**config.mk**
```make
export PLATFORM = sky130hd
export DESIGN_NAME = lru_key_value_cache
export DESIGN_NICKNAME = d
export VERILOG_FILES = /design/src/sv/lkvc_pkg.sv /design/src/sv/lkvc_lookup.sv /design/src/sv/lru_key_value_cache.sv
export SDC_FILE = /design/constraint.sdc
export NUM_CORES = 2
export LEC_CHECK = 0
export CAP_MARGIN = 15
export CELL_PAD_IN_SITES_DETAIL_PLACEMENT = 1
export CELL_PAD_IN_SITES_GLOBAL_PLACEMENT = 2
export CORE_UTILIZATION = 30
export DETAILED_ROUTE_END_ITERATION = 8
export DONT_BUFFER_PORTS = 1
export HOLD_SLACK_MARGIN = 0.12
export PLACE_DENSITY = 0.62
export SYNTH_ARGS = -nofsm -noshare
export SYNTH_HDL_FRONTEND = slang
export SYNTH_HIERARCHICAL = 1
export SYNTH_SLANG_ARGS = --single-unit
export TNS_END_PERCENT = 1
```
**constraint.sdc**
```tcl
create_clock -name i_clk -period 8.8 [get_ports i_clk]
set_clock_uncertainty 0.15 [all_clocks]
set_input_delay 2.2 -clock i_clk [delete_from_list [all_inputs] [get_ports i_clk]]
set_output_delay 2.2 -clock i_clk [all_outputs]
set_load 0.05 [all_outputs]
```
**src/sv/lkvc_pkg.sv**
```systemverilog
`timescale 1ns / 1ps
`default_nettype none
// ----------------------------------------------------------------------------
// LRU key-value cache package
// Shared sizes, codes and beat types for the LRU key-value cache.
// ----------------------------------------------------------------------------
package lkvc_pkg;

    // Store geometry.
    localparam int MAX_ENTRIES = 16;
    localparam int IDX_W       = (MAX_ENTRIES > 1) ? $clog2(MAX_ENTRIES) : 1;
    localparam int CNT_W       = $clog2(MAX_ENTRIES + 1);
    localparam int AGE_W       = IDX_W;
    localparam int KEY_W       = 32;
    localparam int VAL_W       = 32;
    localparam int CAP_W       = 5;

    // Capacity after reset.
    localparam logic [CAP_W-1:0] CAP_RESET = CAP_W'(16);

    // Operation codes carried in the func field.
    localparam logic FUNC_GET = 1'b0;
    localparam logic FUNC_PUT = 1'b1;

    // One input beat.
    typedef struct packed {
        logic                    func;
        logic signed [KEY_W-1:0] key;
        logic signed [VAL_W-1:0] value;
    } t_in_item;

    // One result beat.
    typedef struct packed {
        logic                    hit;
        logic signed [VAL_W-1:0] data;
    } t_out_item;

    // Per-entry storage views.
    typedef logic [MAX_ENTRIES-1:0]                  t_valid_vec;
    typedef logic [MAX_ENTRIES-1:0][KEY_W-1:0]       t_key_arr;
    typedef logic [MAX_ENTRIES-1:0][VAL_W-1:0]       t_val_arr;
    typedef logic [MAX_ENTRIES-1:0][AGE_W-1:0]       t_age_arr;

    // Lookup results handed from the match unit to the update logic.
    typedef struct packed {
        logic             hit;
        logic [IDX_W-1:0] hit_idx;
        logic [IDX_W-1:0] free_idx;
        logic [IDX_W-1:0] victim_idx;
    } t_lookup;

endpackage
`default_nettype wire

```
**src/sv/lkvc_lookup.sv**
```systemverilog
`timescale 1ns / 1ps
`default_nettype none
// ----------------------------------------------------------------------------
// LRU key-value cache lookup
// Parallel key match, first free slot and least recent entry selection.
// ----------------------------------------------------------------------------
module lkvc_lookup (
    input  wire logic [lkvc_pkg::KEY_W-1:0] i_key,
    input  wire lkvc_pkg::t_valid_vec       i_valid,
    input  wire lkvc_pkg::t_key_arr         i_keys,
    input  wire lkvc_pkg::t_age_arr         i_ages,
    input  wire logic [lkvc_pkg::CNT_W-1:0] i_count,
    output lkvc_pkg::t_lookup               o_lookup
);
    import lkvc_pkg::*;

    logic [CNT_W-1:0] oldest_age;

    // The least recent valid entry always carries age count-1.
    assign oldest_age = CNT_W'(i_count - CNT_W'(1));

    // Priority encoders; the lowest index wins, scanned from the top down.
    always_comb begin
        o_lookup = '0;
        for (int i = MAX_ENTRIES - 1; i >= 0; i--) begin
            if (i_valid[i] && (i_keys[i] == i_key)) begin
                o_lookup.hit     = 1'b1;
                o_lookup.hit_idx = IDX_W'(i);
            end
            if (!i_valid[i]) begin
                o_lookup.free_idx = IDX_W'(i);
            end
            if (i_valid[i] && (CNT_W'(i_ages[i]) == oldest_age)) begin
                o_lookup.victim_idx = IDX_W'(i);
            end
        end
    end

endmodule
`default_nettype wire

```
**src/sv/lru_key_value_cache.sv**
```systemverilog
`timescale 1ns / 1ps
`default_nettype none
// ----------------------------------------------------------------------------
// LRU key-value cache
// Fully associative key-value store with least-recently-used replacement.
// ----------------------------------------------------------------------------
// Path: a get beat goes from the input register to the result register.
// Throughput: one beat per cycle while the result channel does not stall; a
// get waits in the input register while a full result register is stalled.
// The match and age update are combinational. A put produces no result beat.
// Reset: synchronous, active low; clears all valid bits, ages, the entry
// count and the pipeline, and sets capacity to 16. No clearing pass.
// ----------------------------------------------------------------------------
module lru_key_value_cache (
    input  wire logic                        i_clk,
    input  wire logic                        i_rst_n,
    // Request channel.
    input  wire logic                        i_in_valid,
    output logic                             o_in_stall,
    input  wire lkvc_pkg::t_in_item          i_in,
    // Result channel.
    output logic                             o_out_valid,
    input  wire logic                        i_out_stall,
    output lkvc_pkg::t_out_item              o_out,
    // Capacity write channel.
    input  wire logic                        i_cfg_valid,
    output logic                             o_cfg_ready,
    input  wire logic [lkvc_pkg::CAP_W-1:0]  i_cfg_data
);
    import lkvc_pkg::*;

    // Pipeline registers.
    logic       r_in_valid;
    t_in_item   r_in;
    logic       r_out_valid;
    t_out_item  r_out;

    // Store state.
    t_valid_vec       r_valid, n_valid;
    t_key_arr         r_keys,  n_keys;
    t_val_arr         r_vals,  n_vals;
    t_age_arr         r_ages,  n_ages;
    logic [CNT_W-1:0] r_count, n_count;
    logic [CAP_W-1:0] r_capacity;

    t_lookup          lookup;
    logic [CNT_W-1:0] eff_cap;
    logic             out_free;
    logic             execute;
    logic             produce;
    logic             evict;
    logic [IDX_W-1:0] sel_idx;
    logic [AGE_W-1:0] sel_age;
    logic             age_all;
    logic             do_touch;

    assign o_cfg_ready = 1'b1;

    // Effective capacity, clamped to the range one to MAX_ENTRIES.
    always_comb begin
        if (r_capacity == '0) begin
            eff_cap = CNT_W'(1);
        end else if (int'(r_capacity) > MAX_ENTRIES) begin
            eff_cap = CNT_W'(MAX_ENTRIES);
        end else begin
            eff_cap = CNT_W'(r_capacity);
        end
    end

    // Match unit.
    lkvc_lookup u_lookup (
        .i_key    (r_in.key),
        .i_valid  (r_valid),
        .i_keys   (r_keys),
        .i_ages   (r_ages),
        .i_count  (r_count),
        .o_lookup (lookup)
    );

    // A put never needs the result register, so it executes regardless.
    assign out_free   = !r_out_valid || !i_out_stall;
    assign execute    = r_in_valid && ((r_in.func == FUNC_PUT) || out_free);
    assign produce    = execute && (r_in.func == FUNC_GET);
    assign o_in_stall = r_in_valid && !execute;
    assign evict      = (r_in.func == FUNC_PUT) && !lookup.hit && (r_count >= eff_cap);

    // Pick the slot that becomes most recent and its old age.
    always_comb begin
        sel_idx  = lookup.hit_idx;
        sel_age  = r_ages[lookup.hit_idx];
        age_all  = 1'b0;
        do_touch = lookup.hit;
        if (r_in.func == FUNC_PUT && !lookup.hit) begin
            do_touch = 1'b1;
            if (evict) begin
                sel_idx = lookup.victim_idx;
                sel_age = r_ages[lookup.victim_idx];
            end else begin
                sel_idx = lookup.free_idx;
                age_all = 1'b1;
            end
        end
    end

    // Next store state.
    always_comb begin
        n_valid = r_valid;
        n_keys  = r_keys;
        n_vals  = r_vals;
        n_ages  = r_ages;
        n_count = r_count;
        if (execute && do_touch) begin
            for (int i = 0; i < MAX_ENTRIES; i++) begin
                if (r_valid[i] && (IDX_W'(i) != sel_idx)
                        && (age_all || (r_ages[i] < sel_age))) begin
                    n_ages[i] = AGE_W'(r_ages[i] + AGE_W'(1));
                end
            end
            n_ages[sel_idx] = '0;
            if (r_in.func == FUNC_PUT) begin
                n_vals[sel_idx] = r_in.value;
                if (!lookup.hit) begin
                    n_keys[sel_idx] = r_in.key;
                end
                if (age_all) begin
                    n_valid[sel_idx] = 1'b1;
                    n_count          = CNT_W'(r_count + CNT_W'(1));
                end
            end
        end
    end

    // Control state and registers.
    always_ff @(posedge i_clk) begin
        if (!i_rst_n) begin
            r_in_valid  <= 1'b0;
            r_out_valid <= 1'b0;
            r_valid     <= '0;
            r_ages      <= '0;
            r_count     <= '0;
            r_capacity  <= CAP_RESET;
        end else begin
            if (i_cfg_valid && o_cfg_ready) begin
                r_capacity <= i_cfg_data;
            end
            if (!o_in_stall) begin
                r_in_valid <= i_in_valid;
            end
            if (produce) begin
                r_out_valid <= 1'b1;
            end else if (!i_out_stall) begin
                r_out_valid <= 1'b0;
            end
            r_valid <= n_valid;
            r_ages  <= n_ages;
            r_count <= n_count;
        end
    end

    // Payload registers.
    always_ff @(posedge i_clk) begin
        if (!o_in_stall) begin
            r_in <= i_in;
        end
        if (produce) begin
            r_out.hit  <= lookup.hit;
            r_out.data <= lookup.hit ? r_vals[lookup.hit_idx] : '0;
        end
        r_keys <= n_keys;
        r_vals <= n_vals;
    end

    assign o_out_valid = r_out_valid;
    assign o_out       = r_out;

endmodule
`default_nettype wire
```
==> qor.txt <==
Status: complete, no violations
# fillers: 17,416
Max Freq: 136 MHz
Total CTS buffers: 133
Worst slew pin tran: 1.12 ns
YS warnings: 6
RSZ-0062 raised after global routing: false
CTS tree: yes
Detailed Routing Iterations Pass 1: 5
Site Rows: 152
Most frequent cell after synthesis: edfxtp_1
Hold EP: r_valid[5]
HP Class: flop to flop
CP arrival: 7.58 ns
Clock-pin slew on the worst setup and hold paths: 0.06 ns
PortBufs: 0
CTS Sinks: 1,214
Met2 wire len: 74.0 mm
Worst Setup End Kind: flop
Initial DRC Count: 2,014
Synth top cells by count: 1,122 x edfxtp_1, 424 x xnor2_1, 191 x mux4_2, 156 x xor2_1, 155 x nand4_1
I/O pin count: 111
Reg2reg end: r_vals[163]
Clock Latency Late Sink: 0.80 ns
Post-Route M1 WL: 67.9 mm
Htree depth: 4
Chip width: 419 um
Synth unique cells: 81
Initial antenna violation count: 18
Worst VDD drop: 0.195 mV
First-pass GRT wire length: 218 mm
Reg2Reg Depth: 15
Synth Area per Inst: 16.4 um2
Period minus WS final: 7.33 ns
Die ar.: 176,000 um2
Setup Viol. Count Final: 0
Post-synth design cell area: 52,200 um2
Worst-path fanout max: 39
Initial core utilization: 0.303
Longest Clk Path Bufs: 3
Dominant cell type by area after synthesis: edfxtp_1
Tot GR Track Use: 0.171
Lkg Pwr: 18.5 nW
Residual DRC: 0
Post-synthesis register bit count: 1,214
Vias post-DR: 28,731
Max-slew violation count: 0
Clock Tree Root: clkbuf_16
Total wire length: 150 mm
Nets@finish: 3,410
Flop-to-flop setup slack: 1.47 ns
Routed Antenna Nets: 0
Synth top area cells: edfxtp_1 65%, mux4_2 8.2%, xnor2_1 7.1%, dfxtp_1 3.5%, xor2_1 2.6%
Hold_sp: r_valid[5]
Share of post-route cells with drive strength above 1: 0.177
Final Hold Vio Count: 0
Number of enable flip-flop cells after synthesis: 1,122
Async SR Flop Fraction: 0
Post-CTS resize count: 0
Hold Buf Count CTS: 0
Power density over the cells: 205 nW/um2
Gr ovfl total: 0
Dpl hpwl: 92.7 mm
Syn-to-layout area delta: 14.8%
Hold depth: 2
Setup CP Type: flop to flop
Startpoint types: flop
Largest net degree at the start of global routing: 93
Number of global-route vias before repair: 29,955
Final period utilization: 0.833
Synth Instances: 3,181
Top sig layer: met5
Drt via density: 5.03
Syn nets: 3,295
FF-to-FF Start: r_in[54]
RD Place Congestion: 0.770
Max_cap viols: 0
Core area: 172,000 um2
Met3 routed WL: 5.11 mm
Top FF cell, synth: edfxtp_1
Worst Path Required: 9.05 ns
Fin util: 0.348
Post-CTS Setup Repair Bufs: 0
Die Span Y: 419 um
Wirelength per Cell: 26.2 um
Worst slew margin: 0.254
Register area share after synthesis: 0.681
Post-synth top area share: 0.646
Setup TNS Final: 0 ns
worst max-delay path by stage:
stage,from,to,cells after the start
2_1_floorplan,r_in[45],r_ages[55],23
3_3_place_gp,r_in[46],o_out[20],15
3_5_place_dp,r_in[63],r_keys[379],14
4_1_cts,r_in[63],r_vals[163],14
5_1_grt,r_in[34],r_vals[162],15
6_report,r_in[54],r_vals[163],15
layout by cell type (no fill, tap or decap), types with 13 or more instances in the layout:
cell type  netlist  routed
clkbuf_1        73      34
clkinv_1         0      27
nand4_1        155     155
o22ai_1         20      20
clkinv_2         0      16
xor2_1         156     156
nand2b_1        17      17
or4_1           16      16
buf_4            7     140
a21oi_1         40      39
and3_1          26      26
clkbuf_16        0     134
edfxtp_1      1122    1122
o211ai_1        20      20
inv_1           40      38
nand3_1         71      71
a31oi_1         24      23
o21ai_0         45      45
nand2_1         67      64
nor2_1         128      93
dfxtp_1         92      92
nor4_1          48      48
nor3_1          30      29
and2_1          40      40
xnor2_1        424     424
o21ai_1         15      13
ha_1            39      39
mux4_2         191     191
nor2_4           0      28
stage by stage:
stage	instances	setup slack, ns	cell area, um2	total power, W	hold WS [ns]
global route	5710	1.18	59900	0.0127	0.403
detailed placement	5471	1.51	55800	0.00704	0.359
CTS	5710	1.48	59900	0.0125	0.367
finish	5711	1.47	59900	0.0123	0.368
global placement	5471	1.57	55800	0.00703	0.350
floorplan	3181	1.72	52200	0.00682	0.311
flip-flops by register name, summed over array words and instances, names as in the netlist:
| register | flops |
|---|---|
| r_count | 5 |
| o_out_valid | 1 |
| r_in_valid | 1 |
| r_in | 65 |
| r_capacity | 5 |
| r_vals | 512 |
| r_ages | 64 |
| r_keys | 512 |
| o_out | 33 |
| r_valid | 16 |
worst max-delay path, stage by stage, from the launching register on:
cell	delay [ns]
edfxtp_1	0.71
xnor2_1	0.50
nand3_1	0.14
nor3_1	0.58
nand3_1	0.24
o21ai_0	0.33
a21boi_1	0.16
o21ai_0	0.19
a21oi_1	0.13
o21ai_4	0.68
buf_4	0.74
nor2_1	0.15
a21oi_1	0.63
nand4_1	0.68
nor2_4	0.26
buf_4	0.57
kinds of logic (layout without fill, tap and decap cells):
group | after synthesis | in the layout | share of synthesized area
DFF | 1214 | 1214 | 0.681
muxes | 216 | 216 | 0.0891
xor gates and xnor gates | 582 | 582 | 0.0982
AOI/OAI and AO/OA | 281 | 281 | 0.0378
buffers and inverters | 208 | 427 | 0.0182
adders and majority gates | 39 | 39 | 0.00935
and+or+nand+nor | 640 | 640 | 0.0663
other | 1 | 2 | 0.0000719
power breakdown:
group	internal, W	switching [W]
Combinational	0.000157	0.000301
Clock	0.00302	0.00236
Sequential	0.00635	0.0000943
per-layer routing:
metal | GRT usage | vias to the layer above
met5 | 0 | -
met4 | 0.0421 | 4
met3 | 0.0261 | 185
met2 | 0.287 | 532
met1 | 0.230 | 15378
li1 | - | 12632
cell type report:
cell class              count  area [um2]  area share
flip-flops and latches   1214       35500       0.593
multi-input cells        1759       16000       0.267
clock buffers             170        3510      0.0586
well taps                2310        2890      0.0482
repair buffers            147        1190      0.0199
clock inverters            69         628      0.0105
inverters                  41         156     0.00261
diodes                      1        2.50   0.0000418
Power figures use the tool's default switching activity.
